`src/rtl/tlbpt_ram.sv`:
```
// ----------------------------------------------------------------------------
// tlbpt_ram
// Simple dual-port synchronous RAM: one write port, one read port with a
// registered read that updates only on read enable.
// ----------------------------------------------------------------------------
`default_nettype none

module tlbpt_ram #(
  parameter int WIDTH = 8,
  parameter int DEPTH = 256,
  parameter int AW    = (DEPTH > 1) ? $clog2(DEPTH) : 1
) (
  input  logic             clk,
  input  logic             we,
  input  logic [AW-1:0]    waddr,
  input  logic [WIDTH-1:0] wdata,
  input  logic             re,
  input  logic [AW-1:0]    raddr,
  output logic [WIDTH-1:0] rdata
);

  logic [WIDTH-1:0] mem [DEPTH];

  always_ff @(posedge clk) begin
    if (we) begin
      mem[waddr] <= wdata;
    end
    if (re) begin
      rdata <= mem[raddr];
    end
  end

endmodule

`default_nettype wire

```
`config.mk`:
```
export PLATFORM = sky130hd
export DESIGN_NAME = tlbpt_ram
export DESIGN_NICKNAME = d
export VERILOG_FILES = /design/src/rtl/tlbpt_ram.sv
export SDC_FILE = /design/constraint.sdc
export NUM_CORES = 2
export LEC_CHECK = 0
export ABC_CLOCK_PERIOD_IN_PS = 3100
export BUFFER_PORTS_ARGS = -buffer_cell sky130_fd_sc_hd__buf_2
export CAP_MARGIN = 15
export CORE_MARGIN = 3
export CORE_UTILIZATION = 63
export DETAILED_ROUTE_END_ITERATION = 7
export GPL_TIMING_DRIVEN = 0
export HOLD_SLACK_MARGIN = 0.15
export PLACE_DENSITY_LB_ADDON = 0.05
export SETUP_SLACK_MARGIN = 0.4
export SYNTH_ARGS = -nofsm -noshare
export SYNTH_HDL_FRONTEND = slang
export SYNTH_SLANG_ARGS = --single-unit
```
`constraint.sdc`:
```
create_clock -name clk -period 3.1 [get_ports clk]
set_clock_uncertainty 0.1 [all_clocks]
set_input_delay 0.62 -clock clk [delete_from_list [all_inputs] [get_ports clk]]
set_output_delay 0.62 -clock clk [all_outputs]
set_load 0.02 [all_outputs]
```
### Word-level counts from Yosys, hierarchy flattened

Memory sizes are Yosys's and may differ from the RTL's. A register that Yosys moved wholly into a read port is not among the register bits.
Cells that the tools add are included.

* flip-flop bits (word level): 0
* memory bits (writable): 2048
* bits of input ports: 27
* word-level logic and storage cells: 3
* memories kept: 1

* multiplexer cells: 2

Memory list
* mem: depth 256, width 8, rd ports 1, clocked after memory_dff 1, write ports 1, RTL line 22 `logic [WIDTH-1:0] mem [DEPTH];`

Operators with widths (count)
* two-way mux 1 bit: 2

### Depth between registers and ports, before layout

* word-level depth: 2
* gate-level depth with buffers: 11

### Least setup slack after synthesis

Ideal clock, no wire load.

* path kind: input to register
* start point: in raddr[0]
* end point: reg rdata[2] (read register of mem) (data pin)
* setup time: 0.269 ns
* arrival time: 2.427 ns
* slack: 0.304 ns
* stages on the path: 9
* buffers on the path: 4
* path through: buf_6 -> buf_12 -> buf_8 -> buf_2 -> mux4_2 -> a22oi_1 -> a21oi_1 -> nor4_1 -> nor4_2

RTL lines
* start: declaration: RTL line 18 `input logic [AW-1:0] raddr,`
* end: declaration: RTL line 19 `output logic [WIDTH-1:0] rdata`

==> impl_metrics.tcl <==
set metrics [dict create \
    syn_avg_cell_area_um2 21.3 \
    ioPinCount 35 \
    ys_seq_elements 2056 \
    core-area_um2 125000 \
    design.die.area_um2 131000 \
    cp-start-kind "input port" \
    cts.sinks 2056 \
    area_growth_pct 16.4 \
    fin_ws_ns 0.175 \
    fin_crit_sh 0.944 \
    cts_buffer_depth 3 \
    drive_gt1_frac 0.333 \
    portBuffers 27 \
    via_count 42619 \
    grt_pass1_wl_um 327000 \
    slowest_delay_ns 0.54 \
    synth_cell_types 54 \
    synthCells 3733 \
    status "finished clean" \
    worst_pin_slew_ns 1.43 \
    cp.required_ns 3.55 \
    overflow 0 \
    cp.arrival_ns 3.38 \
    worstPathMaxFanout 10 \
    relSlewSlack 0.0496 \
    antenna_found_initial 14 \
    synthFlopType "edfxtp_1" \
    path_clk_slew_ns 0.06 \
    syn_nets 3760 \
    dpl.hpwl_um 157000 \
    powerDensity_nw_per_um2 628 \
    synth-edff-count 2056 \
    leakagePower_nw 28.8 \
    via_per_inst 7.26 \
    rows 129 \
    grt_pass1_vias 42114 \
    maxSlewViolCount 0 \
    drc_errors 0 \
    fin_setup_tns_ns 0 \
    clock_latency_ns 0.83 \
    drt-initial-drc-count 6699 \
    crit_chain "buf_2 -> buf_2 -> nor2b_1 -> buf_2 -> clkbuf_2 -> a22oi_1 -> a21oi_2 -> nor3_2 -> nor4_4" \
    rsz0062_at_grt "true" \
    endpoint_kind "flip-flop" \
    fmax_mhz 342 \
    period_needed_ns 2.93 \
    synth-warning-count 0 \
    finalHoldViolCount 0 \
    crit_top_cell "buf_2" \
    cts_buffers 197 \
    grt_use_total 0.369 \
    fp.dieH_um 362 \
    nets 4098 \
    root_buffer "clkbuf_16" \
    gp_congestion 0.977 \
    die_x_um 362 \
    syn-cell-area_um2 79600 \
    synth-async-reset-ratio 0 \
    path_class "in -> reg" \
    place_ws_ns -2.50 \
    finalWirelength_um 240000 \
    drt_pass1_iterations 6 \
    hold_class "in -> reg" \
    grt_max_degree 157 \
    setup_viol 0 \
    initial_core_util 0.639 \
    seq_area_frac_synth 0.775 \
    vdd_drop_max_mv 0.609 \
    htreeDepth 4 \
    wl_per_cell_um 40.8 \
    ant_nets 0 \
    cap_violations 0 \
    cts_tree "yes" \
    crit_path_top_delay_cell "nor4_4" \
]
==> cells in the final DEF, fill, tap and decap left out, types with 42 or more instances in the layout <==
| cell | Yosys | final |
|---|---|---|
| edfxtp_1 | 2056 | 2056 |
| buf_2 | 31 | 42 |
| a21oi_1 | 96 | 61 |
| clkbuf_16 | 0 | 205 |
| mux4_2 | 454 | 454 |
| mux2i_1 | 134 | 128 |
| buf_4 | 27 | 95 |
| nor2_1 | 282 | 128 |
| nor2_2 | 0 | 101 |
| a22oi_1 | 133 | 108 |
| clkbuf_1 | 111 | 73 |
| nor2_4 | 0 | 53 |
==> synthesized netlist by cell type, types with 28 or more instances <==
cell type | number | share of area
nand3_1 | 34 | 0.0021
mux2i_1 | 134 | 0.017
o221ai_1 | 46 | 0.0051
edfxtp_1 | 2056 | 0.78
nand2_1 | 33 | 0.0016
nor2b_1 | 31 | 0.0024
a21oi_1 | 96 | 0.0060
o22ai_1 | 28 | 0.0022
a22oi_1 | 133 | 0.013
clkbuf_1 | 111 | 0.0052
nor2_1 | 282 | 0.013
mux4_2 | 454 | 0.13
buf_2 | 31 | 0.0019
==> cell families after synthesis <==
group           count (synthesis)  share of synthesized area
flops                        2056                      0.775
simple gates                  466                     0.0263
compound gates                385                     0.0342
mux                           591                      0.146
buf+inv                       235                     0.0183
==> power breakdown <==
group          leakage (nW)  internal, mW  switching, mW  total (mW)
sequential             18.5          30.7         0.0191        30.7
combinational          7.20          1.35           2.55        3.89
clock                  3.07          13.5           10.1        23.6
==> worst max-delay path: cells and delay by family <==
kind / cells / cell delay, ns
compound gates: 2 / 0.50
simple gates: 3 / 0.89
buf+inv: 4 / 1.33
==> routing by layer <==
layer | part of all wire | GRT usage | vias up
met5 | 0.0015 | 0 | -
met3 | 0.14 | 0.127 | 689
met1 | 0.34 | 0.488 | 22097
met2 | 0.46 | 0.546 | 3391
li1 | - | - | 16428
met4 | 0.065 | 0.206 | 14
==> timing repair <==
item | in CTS | in global routing
gates resized for setup | 555 | 266
hold buffers | 1 | 0
setup endpoints to repair | 1264 | 1172
cloned | 0 | 2
pin swaps | 25 | 49
setup buffers | 7 | 82
hold endpoints to repair | 8 | 0
==> per-stage QoR <==
| stage | cells | util | total power [mW] | hold WS, ns | area, µm² |
|---|---|---|---|---|---|
| floorplan | 3733 | - | 32.8 | 0.619 | 79700 |
| global placement | 5397 | 0.657 | 34.4 | 0.853 | 81900 |
| detailed placement | 5418 | 0.661 | 34.5 | 0.882 | 82400 |
| CTS | 5781 | 0.730 | 57.9 | 0.157 | 90900 |
| global route | 5866 | 0.744 | 59.4 | 0.172 | 92700 |
| finish | 5874 | 0.744 | 58.2 | 0.145 | 92700 |
==> flip-flops by register name, summed over array words and instances, names as in the netlist <==
name,flops
mem,2048
rdata,8
==> cell type report <==
| cell class | count | area (µm²) |
|---|---|---|
| Clock buffer | 246 | 5200 |
| Inverter | 2 | 8.76 |
| Sequential cell | 2056 | 61700 |
| Buffer | 232 | 2560 |
| Fill cell | 6823 | 31900 |
| Antenna cell | 9 | 22.5 |
| Tap cell | 1637 | 2050 |
| Multi-Input combinational cell | 1442 | 18600 |
| Timing Repair Buffer | 140 | 1500 |
| Clock inverter | 110 | 1070 |
==> path summary, 6_finish.rpt <==
| check | startpoint | slack [ns] | depth (start not counted) | endpoint |
|---|---|---|---|---|
| setup / recovery | raddr[3] | 0.17 | 9 | rdata[7] |
| hold / removal | wdata[5] | 0.15 | 1 | mem[162][5] |
| setup reg to reg | mem[80][6] | 0.36 | 6 | rdata[6] |
| hold reg to reg | mem[41][3] | 1.37 | 6 | rdata[3] |
(Power assumes the default switching activity.)
