===== src/rtl/tlbpt_pkg.sv =====
// ----------------------------------------------------------------------------
// tlbpt_pkg
// Shared widths, defaults, opcodes, controller states and TLB port structs
// for the demand-paged address translator.
// ----------------------------------------------------------------------------
`default_nettype none

package tlbpt_pkg;

  localparam int TLB_ENTRIES_DEF = 16;
  localparam int PAGE_BYTES_DEF  = 256;
  localparam int PAGE_COUNT_DEF  = 256;

  localparam int ADDR_W = 16;
  localparam int BYTE_W = 8;
  localparam int TAG_W  = 8;
  localparam int CNT_W  = 32;

  // s_axis_tdata: virt_addr, load_address, load_data
  localparam int IN_TDATA_W  = 40;
  // m_axis_tdata: physical_address, data_value, tlb_hit, page_fault,
  // tlb_hit_count, page_fault_count, zero pad
  localparam int OUT_FIELD_W = ADDR_W + BYTE_W + 2 + 2 * CNT_W;
  localparam int OUT_TDATA_W = ((OUT_FIELD_W + 7) / 8) * 8;
  localparam int OUT_PAD_W   = OUT_TDATA_W - OUT_FIELD_W;

  typedef enum logic {
    OP_TRANSLATE = 1'b0,
    OP_LOAD      = 1'b1
  } tlbpt_op_t;

  typedef enum logic [2:0] {
    S_CLEAR,
    S_IDLE,
    S_RESOLVE,
    S_COPY,
    S_FETCH,
    S_READ
  } tlbpt_state_t;

  typedef struct packed {
    logic             lookup;
    logic [TAG_W-1:0] lookup_tag;
    logic             fill;
    logic [TAG_W-1:0] fill_tag;
    logic [TAG_W-1:0] fill_frame;
  } tlbpt_tlb_req_t;

  typedef struct packed {
    logic             hit;
    logic [TAG_W-1:0] frame;
  } tlbpt_tlb_rsp_t;

endpackage

`default_nettype wire


===== src/rtl/tlbpt_ram.sv =====
// ----------------------------------------------------------------------------
// tlbpt_ram
// Simple dual-port synchronous RAM: one write port, one read port with a
// registered read that updates only on read enable.
// ----------------------------------------------------------------------------
`default_nettype none

module tlbpt_ram #(
  parameter int WIDTH = 8,
  parameter int DEPTH = 256,
  parameter int AW    = (DEPTH > 1) ? $clog2(DEPTH) : 1
) (
  input  logic             clk,
  input  logic             we,
  input  logic [AW-1:0]    waddr,
  input  logic [WIDTH-1:0] wdata,
  input  logic             re,
  input  logic [AW-1:0]    raddr,
  output logic [WIDTH-1:0] rdata
);

  logic [WIDTH-1:0] mem [DEPTH];

  always_ff @(posedge clk) begin
    if (we) begin
      mem[waddr] <= wdata;
    end
    if (re) begin
      rdata <= mem[raddr];
    end
  end

endmodule

`default_nettype wire


===== src/rtl/tlbpt_tlb.sv =====
// ----------------------------------------------------------------------------
// tlbpt_tlb
// Fully associative TLB: tags and valid bits in flops for a parallel match,
// frame entries in a RAM read at the matching slot, FIFO fill pointer.
// ----------------------------------------------------------------------------
`default_nettype none

module tlbpt_tlb #(
  parameter int TLB_ENTRIES = tlbpt_pkg::TLB_ENTRIES_DEF
) (
  input  logic                      clk,
  input  logic                      rst,
  input  tlbpt_pkg::tlbpt_tlb_req_t req,
  output tlbpt_pkg::tlbpt_tlb_rsp_t rsp
);

  import tlbpt_pkg::*;

  localparam int IW = (TLB_ENTRIES > 1) ? $clog2(TLB_ENTRIES) : 1;

  logic [TAG_W-1:0] tag [TLB_ENTRIES];
  logic [TLB_ENTRIES-1:0] valid;
  logic [IW-1:0] ptr;
  logic [IW-1:0] match_idx;
  logic match_any;
  logic hit;

  always_comb begin
    match_idx = '0;
    match_any = 1'b0;
    for (int i = TLB_ENTRIES - 1; i >= 0; i--) begin
      if (valid[i] && tag[i] == req.lookup_tag) begin
        match_idx = IW'(i);
        match_any = 1'b1;
      end
    end
  end

  always_ff @(posedge clk) begin
    if (rst) begin
      valid <= '0;
      ptr   <= '0;
      hit   <= 1'b0;
    end else begin
      if (req.lookup) begin
        hit <= match_any;
      end
      if (req.fill) begin
        valid[ptr] <= 1'b1;
        ptr <= (ptr == IW'(TLB_ENTRIES - 1)) ? '0 : ptr + 1'b1;
      end
    end
  end

  always_ff @(posedge clk) begin
    if (req.fill) begin
      tag[ptr] <= req.fill_tag;
    end
  end

  tlbpt_ram #(
    .WIDTH (TAG_W),
    .DEPTH (TLB_ENTRIES),
    .AW    (IW)
  ) u_frame_ram (
    .clk   (clk),
    .we    (req.fill),
    .waddr (ptr),
    .wdata (req.fill_frame),
    .re    (req.lookup),
    .raddr (match_idx),
    .rdata (rsp.frame)
  );

  assign rsp.hit = hit;

endmodule

`default_nettype wire


===== config.mk =====
export PLATFORM = sky130hd
export DESIGN_NAME = tlbpt_tlb
export DESIGN_NICKNAME = d
export VERILOG_FILES = /design/src/rtl/tlbpt_pkg.sv /design/src/rtl/tlbpt_ram.sv /design/src/rtl/tlbpt_tlb.sv
export SDC_FILE = /design/constraint.sdc
export NUM_CORES = 1
export LEC_CHECK = 0
export BUFFER_PORTS_ARGS = -buffer_cell sky130_fd_sc_hd__buf_2
export CAP_MARGIN = 15
export CORE_MARGIN = 1
export CORE_UTILIZATION = 46
export CTS_CLUSTER_DIAMETER = 100
export DETAILED_ROUTE_END_ITERATION = 8
export HOLD_SLACK_MARGIN = 0.05
export PLACE_DENSITY_LB_ADDON = 0.1
export SLEW_MARGIN = 0
export SYNTH_ARGS = -nofsm -noshare
export SYNTH_HDL_FRONTEND = slang
export SYNTH_SLANG_ARGS = --single-unit

===== constraint.sdc =====
create_clock -name clk -period 2.7 [get_ports clk]
set_clock_uncertainty 0.2 [all_clocks]
set_input_delay 0.135 -clock clk [delete_from_list [all_inputs] [get_ports clk]]
set_output_delay 0.135 -clock clk [all_outputs]
set_load 0.005 [all_outputs]

* Word level (Yosys, flattened, before mapping) *
Memories as Yosys holds them, arrays and structs flattened. A register that Yosys moved wholly into a read port is not among the register bits.
Cells that the tools add are included.

word-level totals
  bits in registers = 21
  memory bits (writable) = 256
  input bits = 28
  output and inout bits = 9
  logic and storage cells = 80
  memories kept = 2

cells by class
  add/sub/neg operators = 1
  magnitude comparators = 2
  equality and inequality tests = 17
  multiplexer cells = 37
  bitwise operators = 1
  reduce and logical (&&, ||, !) cells = 17

memory list
  memory           depth  width  read ports  clocked after Yosys merged registers in  wr ports  RTL line         text
  tag              16     8      16          0                                        1         tlbpt_tlb.sv:21  logic [TAG_W-1:0] tag [TLB_ENTRIES];
  u_frame_ram.mem  16     8      1           1                                        1         tlbpt_ram.sv:22  logic [WIDTH-1:0] mem [DEPTH];

operators by type and width
  cell                 count
  $eq 8x8->1           16
  $mux 4               17
  $mux 1               19
  $logic_and 1x1->1    17
  $or 16x16->16        1
  $lt 4x5->1 const B   1
  $add 4x1->4 const B  1
  $demux 1 s4          1
  $eq 4x4->1 const B   1
  $ge 4x1->1 const B   1

* Depth between registers and ports, before layout *
  depth after elaboration = 18
  gate-level depth with buffers = 14
  depth with buffers taken out = 9

* By module *
A second synthesis with hierarchy kept.

unflattened totals
  cells, all modules = 691
  area total of the unflattened synthesis = 11797.6 um^2

by module, submodules not included
  module     times used  cells each  area each (um^2)  sequential area each (um^2)
  tlbpt_tlb  1           462         6570.1            4264.1
  tlbpt_ram  1           229         5227.5            4083.9

* Worst setup path before layout *
No wires, ideal clock.

  path type = register to register
  start point = memory tag[5][6]
  end point = register u_frame_ram.rdata[5] (read register of u_frame_ram.mem) (data pin)
  setup time = 0.268 ns
  arrival = 2.494 ns
  required time = 2.232 ns
  setup slack = -0.262 ns
  stages on the path, launching flop included = 13
  buffers on the path = 3
  period minus slack after synthesis = 2.962 ns
  cell sequence = edfxtp_1 > xnor2_1 > nand3_1 > nor3_4 > nor2b_1 > or4_1 > buf_2 > o21a_1 > buf_6 > buf_8 > mux2_4 > o211ai_1 > o211ai_1

RTL lines
  item             RTL line         text
  start, declared  tlbpt_tlb.sv:21
  end, declared    tlbpt_ram.sv:19  output logic [WIDTH-1:0] rdata

==> summary.txt <==
Run status
  • Status: complete, but fails checks
  • Failing checks: setup timing

Floorplanning
  • Rows: 59
  • Core Area: roughly 0.026 mm²
  • Die W: about 160 µm
  • I/O Pins: 37
  • Initial Util: approximately 47%
  • Die Y: around 160 µm
  • Die Footprint: 0.02710 mm²

Routing
  • Drc violations: 0
  • Drt total wl: approximately 30 mm
  • DRT Pass-1 Iters: 5
  • Vias/cell: ~5.4
  • Iteration-0 DRC Markers: about 520
  • Via count of the routed design: 7,352
  • WL/cell: ~22 µm
  • ANT nets after route: 0

Clock tree
  • Root buffer selected by CTS: clkbuf_16
  • Clock buffer count from CTS: 29
  • Clock Pin Slew Worst Setup and Hold Paths: 0.06 ns
  • Worst-Skew Late Latency: around 0.55 ns
  • CTS max path bufs: 3
  • Sink Count: ~290
  • H-tree depth: 1
  • CTS tree: yes

Min path
  • Hold crit path type: flop to flop

Place
  • Port bufs: 36
  • DP Wirelength: between 15 and 20 mm
  • Gpl congestion: ~0.84
  • Placement Setup Slack: -0.7537 ns

Layout
  • Layout cells sized above 1: between 20% and 30%
  • Ant diodes: 0
  • Fill cells: roughly 2,200
  • Area growth, synth to finish: 20.16%
  • Fin nets: between 1,000 and 1,500

Worst setup path
  • Largest stage delay, worst path: between 0.3 and 0.4 ns
  • Crit-path slowest cell: edfxtp_1
  • Reg2Reg Depth: 10
  • Worst r2r dst: u_frame_ram.rdata[3]
  • Crit end category: flop
  • Worst Setup Path Type: flop to flop
  • Setup crit end: u_frame_ram.rdata[3]
  • Critical Path RT: roughly 2.8 ns
  • Critical path's top delay family: compound AO/OA/AOI/OAI gates
  • Crit Path Max Fanout: 9
  • Critical path startpoint: tag[14][5]
  • Reg-to-Reg Start: tag[14][5]
  • Cell count along the critical path: 10
  • Buf/Inv on CP: 1
  • Cell Chain, Critical Path: xnor2_1 -> nand4_1 -> or3_1 -> a211oi_1 -> o21a_2 -> o21a_4 -> buf_12 -> mux2_2 -> o211ai_1 -> o211ai_1
  • CP arrival: 3.25 ns
  • Reg2Reg Setup Slack: -0.46 ns
  • Crit start category: flop
  • Most used cell, CP: o211ai_1

Timing
  • Setup TNS: -3.368 ns
  • Relative slew slack: between 30% and 40%
  • Post-route clock period utilization: 117.0%
  • Setup violators final: 8
  • Minimum clock period: approximately 3.2 ns
  • Peak Freq: 316.6 MHz
  • Final Hold Fails: 0
  • Tightest Pin Transition: about 1 ns
  • RSZ-0062 raised after global routing: true
  • Setup WS post-layout: -0.4585 ns
  • Fin Hold WS: ~0.27 ns
  • Final Max Slew Viols: 0

Global routing
  • Tot GR Track Use: around 22%
  • Vias in the first global route: roughly 7,600
  • Initial antenna violation count: 0
  • GR Overflow Total: 0
  • First-pass GRT wire length: roughly 44 mm
  • Largest net degree at the start of global routing: 27

Pwr
  • Worst VDD drop: between 500 and 600 µV
  • Leak: between 5 and 6 nW
  • Share of power burned in registers: ~54%
  • Comb power frac: around 5.2%
  • Int Pwr: between 7 and 8 mW
  • Switching share of total power: about a fifth
  • Total design power: roughly 9.1 mW
  • Clk pwr share: between 40% and 50%
  • Pwr/cell area: 620.2 mW/mm²
  • Psw: around 1.9 mW

Yosys
  • Synth unique cells: between 50 and 60
  • Fraction of registers with async set/reset: 0%
  • Synth top area share: around 65%
  • Synth area leaders: edfxtp_1, xnor2_1, o211ai_1, dfxtp_1, mux2_2
  • Top cell type by total area after synthesis: edfxtp_1
  • Synth Warn #: 0
  • Synth Flop Type: edfxtp_1
  • Mapped Avg Cell Area: between 10 and 15 µm²
  • Seq/Total Area, Yosys: roughly two thirds
  • Synthesized net count: between 800 and 900
  • EDFF count, synth: roughly 260
  • Syn Std Cell Area: 0.01217 mm²
  • Synth Instances: 825
  • FF+latch count, synth: 285

Job
  • Max-cap viol count: 0
[cells by family (layout without fill, tap and decap cells)]
| logic type | after synthesis | after routing | share of synthesized area, % |
|---|---|---|---|
| flops | 285 | 285 | 68.62 |
| simple gates | 178 | 178 | 7.436 |
| xor+xnor | 129 | 129 | 9.287 |
| compound gates | 123 | 123 | 7.621 |
| buf+inv | 74 | 264 | 3.620 |
| mux | 32 | 32 | 3.003 |
| fa+ha+maj | 4 | 4 | 0.4114 |
[power by group through the flow]
stage          Sequential [mW]  Combinational [mW]  Clock, mW
3_5_place_dp              4.99               0.454          0
6_report                  4.90               0.473       3.70
5_1_grt                   4.90               0.512       3.94
3_3_place_gp              4.99               0.447          0
4_1_cts                   4.90               0.480       3.77
2_1_floorplan             4.99               0.235          0
[synth_stat cells (all sizes together), types with 4 or more instances]
master	instances
edfxtp	264
xnor2	114
o211ai	86
nor2	42
inv	35
mux2	30
nand2	30
buf	28
nand3	22
dfxtp	21
nor3	21
nand4	20
and2	19
xor2	15
o21ai	13
clkbuf	11
nor4	6
or3	6
o21a	5
a211oi	4
ha	4
[worst reg2reg max path, delay by kind of cell (launching register included)]
kind / cells / cell delay [ns]
compound gates: 5 / 1.14
mux: 1 / 0.34
simple gates: 2 / 0.54
buf+inv: 1 / 0.14
xor+xnor: 1 / 0.15
flops: 1 / 0.39
[cells in the final DEF, fill, tap and decap left out, drive strengths merged, types with 9 or more instances in the layout]
cell,n
xnor2,114
nor2,42
clkbuf,42
nor3,21
clkinv,9
nand4,20
mux2,30
xor2,15
o211ai,86
dfxtp,21
buf,157
inv,36
o21ai,13
and2,19
edfxtp,264
dlygate4sd3,20
nand3,22
nand2,30
[worst min-delay path by stage]
| stage | startpoint | end | slack (ns) | depth (start not counted) |
|---|---|---|---|---|
| 3_5_place_dp | valid[8] | valid[8] | 0.26 | 2 |
| 2_1_floorplan | rst | ptr[3] | 0.008 | 1 |
| 6_report | valid[15] | valid[15] | 0.27 | 2 |
| 3_3_place_gp | valid[15] | valid[15] | 0.25 | 2 |
| 5_1_grt | valid[15] | valid[15] | 0.31 | 2 |
| 4_1_cts | req[16] | ptr[1] | 0.27 | 4 |
[registers in the layout, indices dropped and copies added (netlist names)]
| signal | cells |
|---|---|
| u_frame_ram.mem | 128 |
| ptr | 4 |
| hit | 1 |
| valid | 16 |
| u_frame_ram.rdata | 8 |
| tag | 128 |
[final cells by class]
class	count	area, µm²	share of cell area (%)
clock buffer	42	824.5	5.641
clock inverter	10	47.55	0.3253
inverter	35	131.4	0.8987
multi-input combinational	466	3473	23.76
sequential	285	8348	57.11
tap	335	419.2	2.867
timing repair buffer	177	1374	9.398
[per-layer routing]
metal / global-route usage [%] / vias up / wire length [µm]
li1: - / 3424 / -
met1: 29.17 / 3701 / 12770
met2: 38.69 / 170 / 14710
met3: 2.737 / 57 / 1145
met4: 7.756 / 0 / 952
met5: 0 / - / 0
[stage by stage]
| stage | cells | instance area (µm²) | utilization, % |
|---|---|---|---|
| final | 1350 | 14620 | 56.25 |
| after global routing | 1350 | 14620 | 56.25 |
| after CTS | 1348 | 14570 | 56.09 |
| after detailed placement | 1268 | 13360 | 51.43 |
| after global placement | 1268 | 13360 | 51.43 |
| after floorplan | 825 | 12170 | - |
[what timing repair did]
| action | in CTS | in global routing |
|---|---|---|
| hold buffers | 20 | 0 |
| endpoints found under the hold margin | 285 | 0 |
| buffers inserted | 9 | 2 |
| pin swaps | 24 | 3 |
| resized for setup | 21 | 7 |
| endpoints found under the setup margin | 8 | 9 |
No activity file was read; power rests on OpenSTA's default activity.
